**src/rtl/core/mcma_pkg.sv**
```systemverilog
// Shared types and constants for the MIDI channel message assembler.
package mcma_pkg;

    localparam int DATA_W  = 7;
    localparam int CHAN_W  = 4;
    localparam int TYPE_W  = 5;
    localparam int NUM_W   = 15;
    localparam int SLOT_W  = 8;

    localparam logic [3:0] FN_OFF   = 4'h8;
    localparam logic [3:0] FN_ON    = 4'h9;
    localparam logic [3:0] FN_KEYP  = 4'hA;
    localparam logic [3:0] FN_CC    = 4'hB;
    localparam logic [3:0] FN_PROG  = 4'hC;
    localparam logic [3:0] FN_CHANP = 4'hD;
    localparam logic [3:0] FN_BEND  = 4'hE;
    localparam logic [3:0] FN_SYS   = 4'hF;

    localparam logic [3:0] SYS_SYSEX = 4'h0;
    localparam logic [3:0] SYS_SPP   = 4'h2;
    localparam logic [3:0] SYS_SSEL  = 4'h3;
    localparam logic [3:0] SYS_CLK   = 4'h8;
    localparam logic [3:0] SYS_START = 4'hA;
    localparam logic [3:0] SYS_CONT  = 4'hB;
    localparam logic [3:0] SYS_STOP  = 4'hC;
    localparam logic [3:0] SYS_RESET = 4'hF;

    localparam logic [TYPE_W-1:0] MT_ON     = 5'd0;
    localparam logic [TYPE_W-1:0] MT_OFF    = 5'd1;
    localparam logic [TYPE_W-1:0] MT_KEYP   = 5'd2;
    localparam logic [TYPE_W-1:0] MT_CC     = 5'd3;
    localparam logic [TYPE_W-1:0] MT_PROG   = 5'd4;
    localparam logic [TYPE_W-1:0] MT_CHANP  = 5'd5;
    localparam logic [TYPE_W-1:0] MT_BEND   = 5'd6;
    localparam logic [TYPE_W-1:0] MT_SYSEX  = 5'd7;
    localparam logic [TYPE_W-1:0] MT_SPP    = 5'd8;
    localparam logic [TYPE_W-1:0] MT_SSEL   = 5'd9;
    localparam logic [TYPE_W-1:0] MT_CLK    = 5'd10;
    localparam logic [TYPE_W-1:0] MT_START  = 5'd11;
    localparam logic [TYPE_W-1:0] MT_CONT   = 5'd12;
    localparam logic [TYPE_W-1:0] MT_STOP   = 5'd13;
    localparam logic [TYPE_W-1:0] MT_RESET  = 5'd14;
    localparam logic [TYPE_W-1:0] MT_RPN    = 5'd15;
    localparam logic [TYPE_W-1:0] MT_NRPN   = 5'd16;
    localparam logic [TYPE_W-1:0] MT_CC14   = 5'd17;

    localparam logic [DATA_W-1:0] CC_DATA_MSB = 7'd6;
    localparam logic [DATA_W-1:0] CC_DATA_LSB = 7'd38;
    localparam logic [DATA_W-1:0] CC_NRPN_LSB = 7'd98;
    localparam logic [DATA_W-1:0] CC_NRPN_MSB = 7'd99;
    localparam logic [DATA_W-1:0] CC_RPN_LSB  = 7'd100;
    localparam logic [DATA_W-1:0] CC_RPN_MSB  = 7'd101;
    localparam logic [DATA_W-1:0] CC_LSB_BASE = 7'd32;
    localparam logic [DATA_W-1:0] CC_LSB_END  = 7'd64;
    localparam logic [DATA_W-1:0] DATA_MAX    = 7'd127;

    localparam logic [NUM_W-1:0]  NUM_NONE  = 15'h7FFF;
    localparam logic [SLOT_W-1:0] SLOT_NONE = 8'hFF;

    typedef enum logic [1:0] {
        ST_CLEAR,
        ST_IDLE,
        ST_LOOK,
        ST_EMIT
    } back_state_t;

    typedef struct packed {
        logic              is_cc;
        logic [TYPE_W-1:0] msg_type;
        logic [CHAN_W-1:0] chan;
        logic [DATA_W-1:0] data_one;
        logic [DATA_W-1:0] data_two;
        logic [NUM_W-1:0]  extra_value;
    } cmd_t;

    typedef struct packed {
        logic [TYPE_W-1:0] msg_type;
        logic [CHAN_W-1:0] chan;
        logic [DATA_W-1:0] data_one;
        logic [DATA_W-1:0] data_two;
        logic [NUM_W-1:0]  param_number;
        logic [NUM_W-1:0]  extra_value;
        logic              is_component;
    } res_t;

endpackage

```
**src/rtl/core/mcma_front.sv**
```systemverilog
// Front end: accepts messages, classifies them and queues commands.
module mcma_front (
    input  logic                  aclk,
    input  logic                  aresetn,
    input  logic                  clear_busy,
    input  logic                  in_valid,
    output logic                  in_ready,
    input  logic [3:0]            in_func,
    input  logic [3:0]            in_chan,
    input  logic [6:0]            in_data_one,
    input  logic [6:0]            in_data_two,
    output logic                  q_valid,
    input  logic                  q_ready,
    output mcma_pkg::cmd_t        q_cmd
);
    import mcma_pkg::*;

    cmd_t       slot_reg [2];
    logic       wr_ptr_reg, wr_ptr_next;
    logic       rd_ptr_reg, rd_ptr_next;
    logic [1:0] count_reg, count_next;
    cmd_t       cls;
    logic       keep;
    logic       push;
    logic       pop;

    always_comb begin
        cls.is_cc       = 1'b0;
        cls.msg_type    = MT_ON;
        cls.chan        = in_chan;
        cls.data_one    = in_data_one;
        cls.data_two    = in_data_two;
        cls.extra_value = NUM_NONE;
        keep            = 1'b1;
        case (in_func)
            FN_ON:    cls.msg_type = MT_ON;
            FN_OFF:   cls.msg_type = MT_OFF;
            FN_KEYP:  cls.msg_type = MT_KEYP;
            FN_PROG:  cls.msg_type = MT_PROG;
            FN_CHANP: cls.msg_type = MT_CHANP;
            FN_BEND: begin
                cls.msg_type    = MT_BEND;
                cls.extra_value = {1'b0, in_data_two, in_data_one};
            end
            FN_CC: begin
                cls.msg_type = MT_CC;
                cls.is_cc    = 1'b1;
            end
            FN_SYS: begin
                case (in_chan)
                    SYS_SYSEX: cls.msg_type = MT_SYSEX;
                    SYS_SPP: begin
                        cls.msg_type    = MT_SPP;
                        cls.extra_value = {1'b0, in_data_two, in_data_one};
                    end
                    SYS_SSEL:  cls.msg_type = MT_SSEL;
                    SYS_CLK:   cls.msg_type = MT_CLK;
                    SYS_START: cls.msg_type = MT_START;
                    SYS_CONT:  cls.msg_type = MT_CONT;
                    SYS_STOP:  cls.msg_type = MT_STOP;
                    SYS_RESET: cls.msg_type = MT_RESET;
                    default:   keep = 1'b0;
                endcase
            end
            default: keep = 1'b0;
        endcase
    end

    assign in_ready = !clear_busy && (count_reg != 2'd2);
    assign push     = in_valid && in_ready && keep;
    assign q_valid  = (count_reg != 2'd0);
    assign pop      = q_valid && q_ready;
    assign q_cmd    = slot_reg[rd_ptr_reg];

    always_comb begin
        wr_ptr_next = wr_ptr_reg ^ push;
        rd_ptr_next = rd_ptr_reg ^ pop;
        count_next  = count_reg + {1'b0, push} - {1'b0, pop};
    end

    always_ff @(posedge aclk) begin
        if (!aresetn) begin
            wr_ptr_reg <= 1'b0;
            rd_ptr_reg <= 1'b0;
            count_reg  <= 2'd0;
        end else begin
            wr_ptr_reg <= wr_ptr_next;
            rd_ptr_reg <= rd_ptr_next;
            count_reg  <= count_next;
        end
    end

    always_ff @(posedge aclk) begin
        if (push) begin
            slot_reg[wr_ptr_reg] <= cls;
        end
    end

endmodule

```
**config.mk**
```make
export PLATFORM = sky130hd
export DESIGN_NAME = mcma_front
export DESIGN_NICKNAME = d
export VERILOG_FILES = /design/src/rtl/core/mcma_pkg.sv /design/src/rtl/core/mcma_front.sv
export SDC_FILE = /design/constraint.sdc
export NUM_CORES = 1
export LEC_CHECK = 0
export CAP_MARGIN = 20
export CORE_MARGIN = 3
export CORE_UTILIZATION = 30
export CTS_BUF_LIST = sky130_fd_sc_hd__clkbuf_8 sky130_fd_sc_hd__clkbuf_16
export DETAILED_ROUTE_END_ITERATION = 8
export DONT_BUFFER_PORTS = 1
export GPL_TIMING_DRIVEN = 1
export SLEW_MARGIN = 0
export SYNTH_ARGS = -nofsm -noshare
export SYNTH_HDL_FRONTEND = slang
export SYNTH_SLANG_ARGS = --single-unit
```
**constraint.sdc**
```tcl
create_clock -name aclk -period 2.53 [get_ports aclk]
set_clock_uncertainty 0.05 [all_clocks]
set_input_delay 0.506 -clock aclk [delete_from_list [all_inputs] [get_ports aclk]]
set_output_delay 0.506 -clock aclk [all_outputs]
set_load 0.02 [all_outputs]
```
======== Yosys cells after proc, flatten, opt, wreduce, memory -nomap -nowiden ========
Memory sizes are Yosys's and may differ from the RTL's. A register that Yosys moved wholly into a read port is not among the register bits.
Index checks and enable logic that the tools add are counted.
storage, ports and cells
  bits in registers ....................... 4
  RAM bits ................................ 76
  memories kept ........................... 1
memory list
  name      words  bits a word  read ports  clocked after Yosys merged registers in  write ports  line              RTL
  slot_reg  2      38           1           1                                        1            mcma_front.sv:18  cmd_t slot_reg [2];
operators by class
  add/sub/neg operators ................... 2
  equal/unequal tests ..................... 16
  multiplexer cells ....................... 10
  bitwise operators ....................... 2
  reduce and logical (&&, ||, !) cells .... 9
operator list
  kind                                                             count
  4-bit == test, second input constant                             13
  4-bit one-hot mux with 8 select lines                            1
  15-bit one-hot mux with 2 select lines                           1
  4-bit one-hot mux with 7 select lines                            1
  15-bit 2-to-1 mux                                                1
  4-bit by 2-bit == test with 1-bit output, second input constant  2
  8-bit OR reduction                                               1
  7-bit OR reduction                                               1
  1-bit 2-to-1 mux                                                 5
  1-bit logical AND                                                4
  4-bit zero test                                                  1
  2-bit by 1-bit adder with 2-bit output                           1
  2-bit inequality test, second input constant                     1
  1-bit one-hot mux with 2 select lines                            1
  2-bit nonzero test                                               1
  2-bit by 1-bit subtractor with 2-bit output                      1
  1-bit XOR                                                        2
  1-bit zero test                                                  1

======== Longest topological paths before layout ========
Gate-level depths: netlist of run 1.
  depth in word-level cells ............... 7
  mapped depth ............................ 11
  mapped depth without buffers ............ 10

======== Least setup slack after synthesis of run 1 ========
OpenSTA, ideal clock, no wires.
  path kind ............................... input to register
  start point ............................. input in_chan[1]
  end point ............................... memory slot_reg[1][0] (netlist name), enable pin
  arrival ................................. 2232 ps
  required time ........................... 2081 ps
  path slack .............................. -151 ps
  stages .................................. 6
  path buffers ............................ 1
  cell sequence ........................... buf_4 inv_1 o21ai_0 a22oi_1 o2111a_1 ha_1
on the way
  word-level cells in the longest chain between the ends .. 7
ends and longest elaborated chain
  item                                         line              RTL
  from (decl)                                  mcma_front.sv:9   input logic [3:0] in_chan,
  4-bit == test, or another cell as far along  mcma_front.sv:50  case (in_chan)
  8-bit OR reduction (no line) (*)             -
  1-bit 2-to-1 mux (*)                         mcma_front.sv:50
  1-bit one-hot mux with 2 select lines (*)    mcma_front.sv:35  case (in_func)
  1-bit logical AND (*)                        mcma_front.sv:70  assign push = in_valid && in_ready && keep;
  1-bit 2-to-1 mux (*)                         mcma_front.sv:94  if (push) begin
  1-bit 2-to-1 mux (not written as such) (*)   mcma_front.sv:95  slot_reg[wr_ptr_reg] <= cls;
  to (decl)                                    mcma_front.sv:18
Mark *: on every way between the ends. The rest lies on a longest branch, timed or not.

==> metrics.md, run 1 <==
| Metric | Value |
|---|---|
| DIE WIDTH | `111.5 um` |
| Global-route wire length before repair | `9611 um` |
| Kind of critical path | `flip-flop to output pin` |
| Inst Count DP | `327` |
| Setup WS post-layout | `0.3473 ns` |
| Comb power frac | `0.183` |
| DRT iter0 DRCs | `58` |
| Gr usage total | `0.1018` |
| Commonest non-fill, non-tap cells in the layout | `edfxtp_1, mux2_2, nand2b_1, clkbuf_8, inv_1` |
| Place WS | `0.3616 ns` |
| CTS Root Cell | `clkbuf_8` |
| # setup viols final | `0` |
| Final Hold Viols | `0` |
| Worst Reg-to-Reg Cells | `8` |
| CP arrival | `1.63 ns` |
| Crit Reg-Reg Startpoint | `count_reg[1]` |
| Fmax | `0.4581 GHz` |
| Share of the synthesized area in the top cell type | `0.6829` |
| Commonest non-fill, non-tap cell in the layout | `edfxtp_1` |
| Total CTS buffers | `9` |
| Hold Path Depth | `0` |
| Seq cells post-synth | `81` |
| Max_cap viols | `0` |
| Pwr Density | `797.6 nW/um^2` |
| Vias in the first global route | `1,741` |
| Io pins | `68` |
| Post-route cell area | `3691 sq um` |
| Clk slew on worst S/H paths | `0.09 ns` |
| Unrepaired setup endpoints after global routing | `false` |
| Final #Nets | `233` |
| CP Max Fanout | `24` |
| Period minus WS final | `2.183 ns` |
| DP Wirelength | `3813 um` |
| CP Capture Type | `output pin` |
| Register-to-register setup slack | `0.60 ns` |
| Req. time, crit path | `1.97 ns` |
| Power Internal | `2099 uW` |
| # rows | `37` |
| Metal-1 WL | `2460 um` |
| CP startpoint kind | `flip-flop` |
| Sw Share | `0.2871` |
| FF-to-FF End | `count_reg[1]` |
| Max reg flops | `76` |
| Post-synth top area cell | `edfxtp_1` |
| Met2 WL post-DR | `2931 um` |
| CTS tree | `done` |
| Max Slew Vio Count | `0` |
| ANT cells | `0` |
| Gate count of the mapped netlist | `197` |
| CTS sink cnt | `81` |
| Hold Buf Count CTS | `0` |
| Sw power | `845.2 uW` |
| Status | `finished, final reports clean` |
| Worst Tran Pin Value | `0.5592 ns` |
| Yosys warns | `0` |
| Layout area overhead | `10.45%` |
| Post-Route WL | `6028 um` |
| Placed inst area | `3513 sq um` |
| P_leak | `0.001094 uW` |
| Syn avg cell area | `16.96 sq um` |
| Drt drc | `0` |
| Core region area | `10,560 sq um` |
| Vias per cell | `4.697` |
| Clock Path Buffers | `2` |
| Pre-antenna DRT Iters | `4` |
| # port buffers | `0` |
| Top Layer Used | `met4` |
| Post-route ant nets | `0` |
| Ratio of cells with drive above 1 in the final layout | `0.3140` |
| Max-slew headroom | `0.6264` |
| Skew-Pair Late Insertion Delay | `0.34 ns` |
| Initial Util | `0.3166` |
| Die Y | `111.5 um` |
| Sequential power share | `0.530` |
| Largest net degree at the start of global routing | `39` |
| CTS resizes | `0` |
| Min-delay worst type | `input pin to flip-flop` |
| Final Wtd Congestion | `0.7621` |
| Hold path start | `in_data_two[6]` |
| Grt ovf | `0` |
| Syn Std Cell Area | `3342 sq um` |
| Final worst-path cycle share | `0.8627` |
| VDD IR max | `0.0002320 V` |
| Setup TNS | `0 ns` |
| Synth area leaders | `edfxtp_1, mux2_2, dfxtp_1` |
| Hold endpoint | `slot_reg[1][21]` |
| Fin cells | `343` |
| Post-synthesis net count | `228` |
| DR vias | `1,611` |
| Clock power frac | `0.287` |
| Die area | `12,440 sq um` |
| Post-synth cell types | `34` |
| Antenna violations before repair | `0` |
| Routed len/inst | `17.57 um` |
| Met3 wire length | `533 um` |
| Setup bufs post-CTS | `0` |
| H-tree levels | `3` |
| Sequential area share after synthesis | `0.7128` |
[cell usage after synthesis]
cell       instances
nand4_1            2
nor2_1             1
edfxtp_1          76
buf_2              4
a21oi_1            5
or2_2              1
mux2_2            38
ha_1               4
and2_1             2
inv_1              6
xnor2_1            4
xor2_1             2
conb_1             1
and2_4             1
nor4_1             1
dfxtp_1            5
nor3_1             1
nand2b_1          14
a41oi_1            1
a22oi_1            1
o21ai_0            2
nand2_1            4
nand3_1            3
buf_6              2
a21oi_4            1
buf_4              4
nor3b_1            1
o2111ai_1          2
and3_1             1
a31oi_1            1
nor2b_1            3
o2111a_1           1
nand3b_2           1
nor2_4             1
[critical path, cell delays in order, from the launching register on]
cell and delay, ns:
dfxtp_2 0.60, buf_12 0.24, mux2_2 0.43
[kinds of logic after synthesis]
| logic type | after synthesis | synth area share |
|---|---|---|
| XOR/XNOR | 6 | 0.01572 |
| multiplexers | 38 | 0.1280 |
| flip-flops | 81 | 0.7128 |
| AO/OA/AOI/OAI | 14 | 0.03070 |
| buffers and inverters | 16 | 0.02845 |
| adder cells (fa/ha/maj) | 4 | 0.01498 |
| other | 1 | 0.001122 |
| AND/OR/NAND/NOR | 37 | 0.06814 |
[through the flow]
stage          power [uW]  hold slack (ns)    util
3_5_place_dp         2148           0.4889  0.3329
2_1_floorplan        2055           0.4530       -
3_3_place_gp         2144           0.4726  0.3329
4_1_cts              3012           0.1701  0.3497
6_report             2944           0.1966  0.3497
5_1_grt              3110           0.1569  0.3497
[power groups by stage]
stage | logic [uW] | clock network, uW | registers, uW
final | 538 | 844 | 1560
after global routing | 583 | 956 | 1570
after CTS | 555 | 893 | 1560
after detailed placement | 553 | 0 | 1600
after global placement | 551 | 0 | 1590
after floorplan | 496 | 0 | 1560
[cell type report]
class / instances / area [sq um]
Tap cell: 136 / 170.2
Inverter: 6 / 22.52
Timing Repair Buffer: 4 / 67.56
Sequential cell: 81 / 2384
Clock inverter: 7 / 53.80
Multi-Input combinational cell: 100 / 869.6
Clock buffer: 9 / 123.9
Fill cell: 1039 / 6864
[routing by layer]
metal / vias to the layer above / GRT usage
li1: 744 / -
met1: 803 / 0.1144
met2: 54 / 0.1637
met3: 10 / 0.05652
met4: 0 / 0.03650
met5: - / 0
[worst max-delay path by stage]
stage                from        endpoint  slack, ns  cells past startpoint
6_report        flip-flop        q_cmd[6]       0.35                      2
5_1_grt         flip-flop        q_cmd[6]       0.23                      2
4_1_cts         flip-flop       q_cmd[38]       0.28                      2
3_5_place_dp   in_chan[1]    count_reg[1]       0.36                     10
3_3_place_gp   in_chan[1]    count_reg[1]       0.39                     10
2_1_floorplan  in_chan[1]  slot_reg[1][0]      -0.15                      6
Note: power is estimated with default switching activity, not from simulation.
==> run 2, diff against run 1 <==
clock period = 2.8 ns   (was 2.53 ns; I/O delays follow)
==> metrics.md, run 2 (synthesized netlist as in run 1, its figures left out) <==
| Metric | Value |
|---|---|
| DP Wirelength | `3768 um (-1.2%)` |
| CTS tree | `done` |
| Largest stage delay on the critical path | `0.56 ns (-0.04 ns)` |
| Antenna violations before repair | `0 (unchanged)` |
| Period minus WS final | `2.189 ns` |
| Global-route wire length before repair | `9114 um (-5.2%)` |
| Sw Share | `0.2702 (-0.01696)` |
| Layout area overhead | `12.02%` |
| Post-route ant nets | `0 (unchanged)` |
| Final #Nets | `233 (unchanged)` |
| DR vias | `1,635 (+1.5%)` |
| Place WS | `0.5863 ns (+0.2247 ns)` |
| CTS Root Cell | `clkbuf_8` |
| ANT cells | `0 (unchanged)` |
| Total CTS buffers | `9 (unchanged)` |
| Clock power frac | `0.336 (+0.049)` |
| Crit Reg-Reg Startpoint | `count_reg[1]` |
| Core region area | `10,560 sq um (unchanged)` |
| DIE WIDTH | `111.5 um (unchanged)` |
| CP arrival | `1.58 ns (-0.05 ns)` |
| Max Slew Vio Count | `0 (unchanged)` |
| Setup TNS | `0 ns (unchanged)` |
| # port buffers | `0 (unchanged)` |
| Clock Path Buffers | `2 (unchanged)` |
| Max reg flops | `76 (unchanged)` |
| Inst Count DP | `327 (unchanged)` |
| Comb power frac | `0.172 (-0.011)` |
| Hold path start | `in_data_one[0]` |
| Kind of critical path | `flip-flop to output pin` |
| Die area | `12,440 sq um (unchanged)` |
| Initial Util | `0.3166 (unchanged)` |
| # rows | `37 (unchanged)` |
| DRT iter0 DRCs | `76 (+31%)` |
| CP Capture Type | `output pin` |
| Pwr Density | `764.4 nW/um^2 (-4.2%)` |
| CP Max Fanout | `26 (+8.3%)` |
| Sequential power share | `0.492 (-0.038)` |
| Post-Route WL | `5856 um (-2.9%)` |
| Skew-Pair Late Insertion Delay | `0.33 ns (about the same)` |
| CP delay by family, top | `flip-flops` |
| Vias per cell | `4.767 (+1.5%)` |
| Min-delay worst type | `input pin to flip-flop` |
| Area of the multi-input gates | `869.6 sq um (unchanged)` |
| Power Internal | `2089 uW (-0.48%)` |
| Grt ovf | `0 (unchanged)` |
| Clk slew on worst S/H paths | `0.09 ns (about the same)` |
| Hold Buf Count CTS | `0 (unchanged)` |
| CTS sink cnt | `81 (unchanged)` |
| CTS resizes | `0 (unchanged)` |
| Req. time, crit path | `2.19 ns (+0.22 ns)` |
| Routed len/inst | `17.07 um (-2.9%)` |
| Max-slew headroom | `0.6439 (+0.01753)` |
| Sw power | `773.1 uW (-8.5%)` |
| CP Cell Sequence | `buf_12, mux2_2` |
| Gr usage total | `0.09649 (-0.005337)` |
| Setup bufs post-CTS | `0 (unchanged)` |
| # setup viols final | `0 (unchanged)` |
| Register area | `2384 sq um (unchanged)` |
| Tot Pwr | `2862 uW (-2.8%)` |
| Worst Tran Pin Value | `0.5330 ns (-0.02624 ns)` |
| Max_cap viols | `0 (unchanged)` |
| Pre-antenna DRT Iters | `4 (unchanged)` |
| Worst path bufs/invs | `1 (unchanged)` |
| Placed inst area | `3513 sq um (unchanged)` |
| Final worst-path cycle share | `0.7819` |
| Drt drc | `0 (unchanged)` |
| Fin cells | `343 (unchanged)` |
| Commonest non-fill, non-tap cell in the layout | `edfxtp_1` |
| Final Wtd Congestion | `0.6844 (-10%)` |
| Io pins | `68 (unchanged)` |
| Ratio of cells with drive above 1 in the final layout | `0.3188 (+0.004831)` |
| Largest net degree at the start of global routing | `39 (unchanged)` |
| Status | `finished, final reports clean` |
| Post-route cell area | `3744 sq um (+1.4%)` |
| Final Hold Viols | `0 (unchanged)` |
| CP startpoint kind | `flip-flop` |
| P_leak | `0.001127 uW (+3.0%)` |
| Unrepaired setup endpoints after global routing | `false` |
| Die Y | `111.5 um (unchanged)` |
| Vias in the first global route | `1,662 (-4.5%)` |
| H-tree levels | `3 (unchanged)` |
| Fmax | `0.4567 GHz` |
| Slowest-stage cell, CP | `dfxtp_2` |
| Setup WS post-layout | `0.6106 ns (+0.2633 ns)` |
| VDD IR max | `0.0003424 V (+48%)` |
| Commonest non-fill, non-tap cells in the layout | `edfxtp_1, mux2_2, nand2b_1, clkbuf_8, inv_1` |
| # fillers | `1,013 (-2.5%)` |
-- run 2: changes by cell type in the layout (fill, tap and decap cells not counted) --
cell,change
bufinv_16,+2
clkinvlp_4,-2
clkinv_1,-1
clkinv_4,-1
inv_6,+1
inv_8,+1
-- run 2: path summary, 6_finish.rpt --
kind	endpoint	slack, ns	depth (start not counted)
setup / recovery	q_cmd[3]	0.61	2
hold / removal	slot_reg[1][22]	0.25	0
setup reg to reg	count_reg[1]	0.86	8
hold reg to reg	rd_ptr_reg	0.50	2
-- run 2: metrics by stage --
stage,hold slack (ns),utilization
floorplan,0.4530,-
global placement,0.4685,0.3329
detailed placement,0.4776,0.3329
CTS,0.2296,0.3547
global route,0.2154,0.3547
finish,0.2531,0.3547
-- run 2: per-layer routing --
| layer | part of all wire | vias up | global-route usage |
|---|---|---|---|
| li1 | - | 750 | - |
| met1 | 0.41 | 820 | 0.1090 |
| met2 | 0.49 | 57 | 0.1540 |
| met3 | 0.088 | 8 | 0.05435 |
| met4 | 0.011 | 0 | 0.03406 |
| met5 | 0 | - | 0 |
-- run 2: power by group through the flow --
| stage | clock (uW) | sequential (uW) | combinational [uW] |
|---|---|---|---|
| after floorplan | 0 | 1410 | 448 |
| after global placement | 0 | 1440 | 501 |
| after detailed placement | 0 | 1440 | 503 |
| after CTS | 1000 | 1410 | 508 |
| after global routing | 1040 | 1420 | 526 |
| final | 963 | 1410 | 491 |
-- run 2: final cells by class --
class / instances / area share
timing repair buffer: 4 / 0.01805
multi-input combinational: 100 / 0.2323
sequential: 81 / 0.6367
clock inverter: 7 / 0.02841
inverter: 6 / 0.006016
tap: 136 / 0.04545
clock buffer: 9 / 0.03309
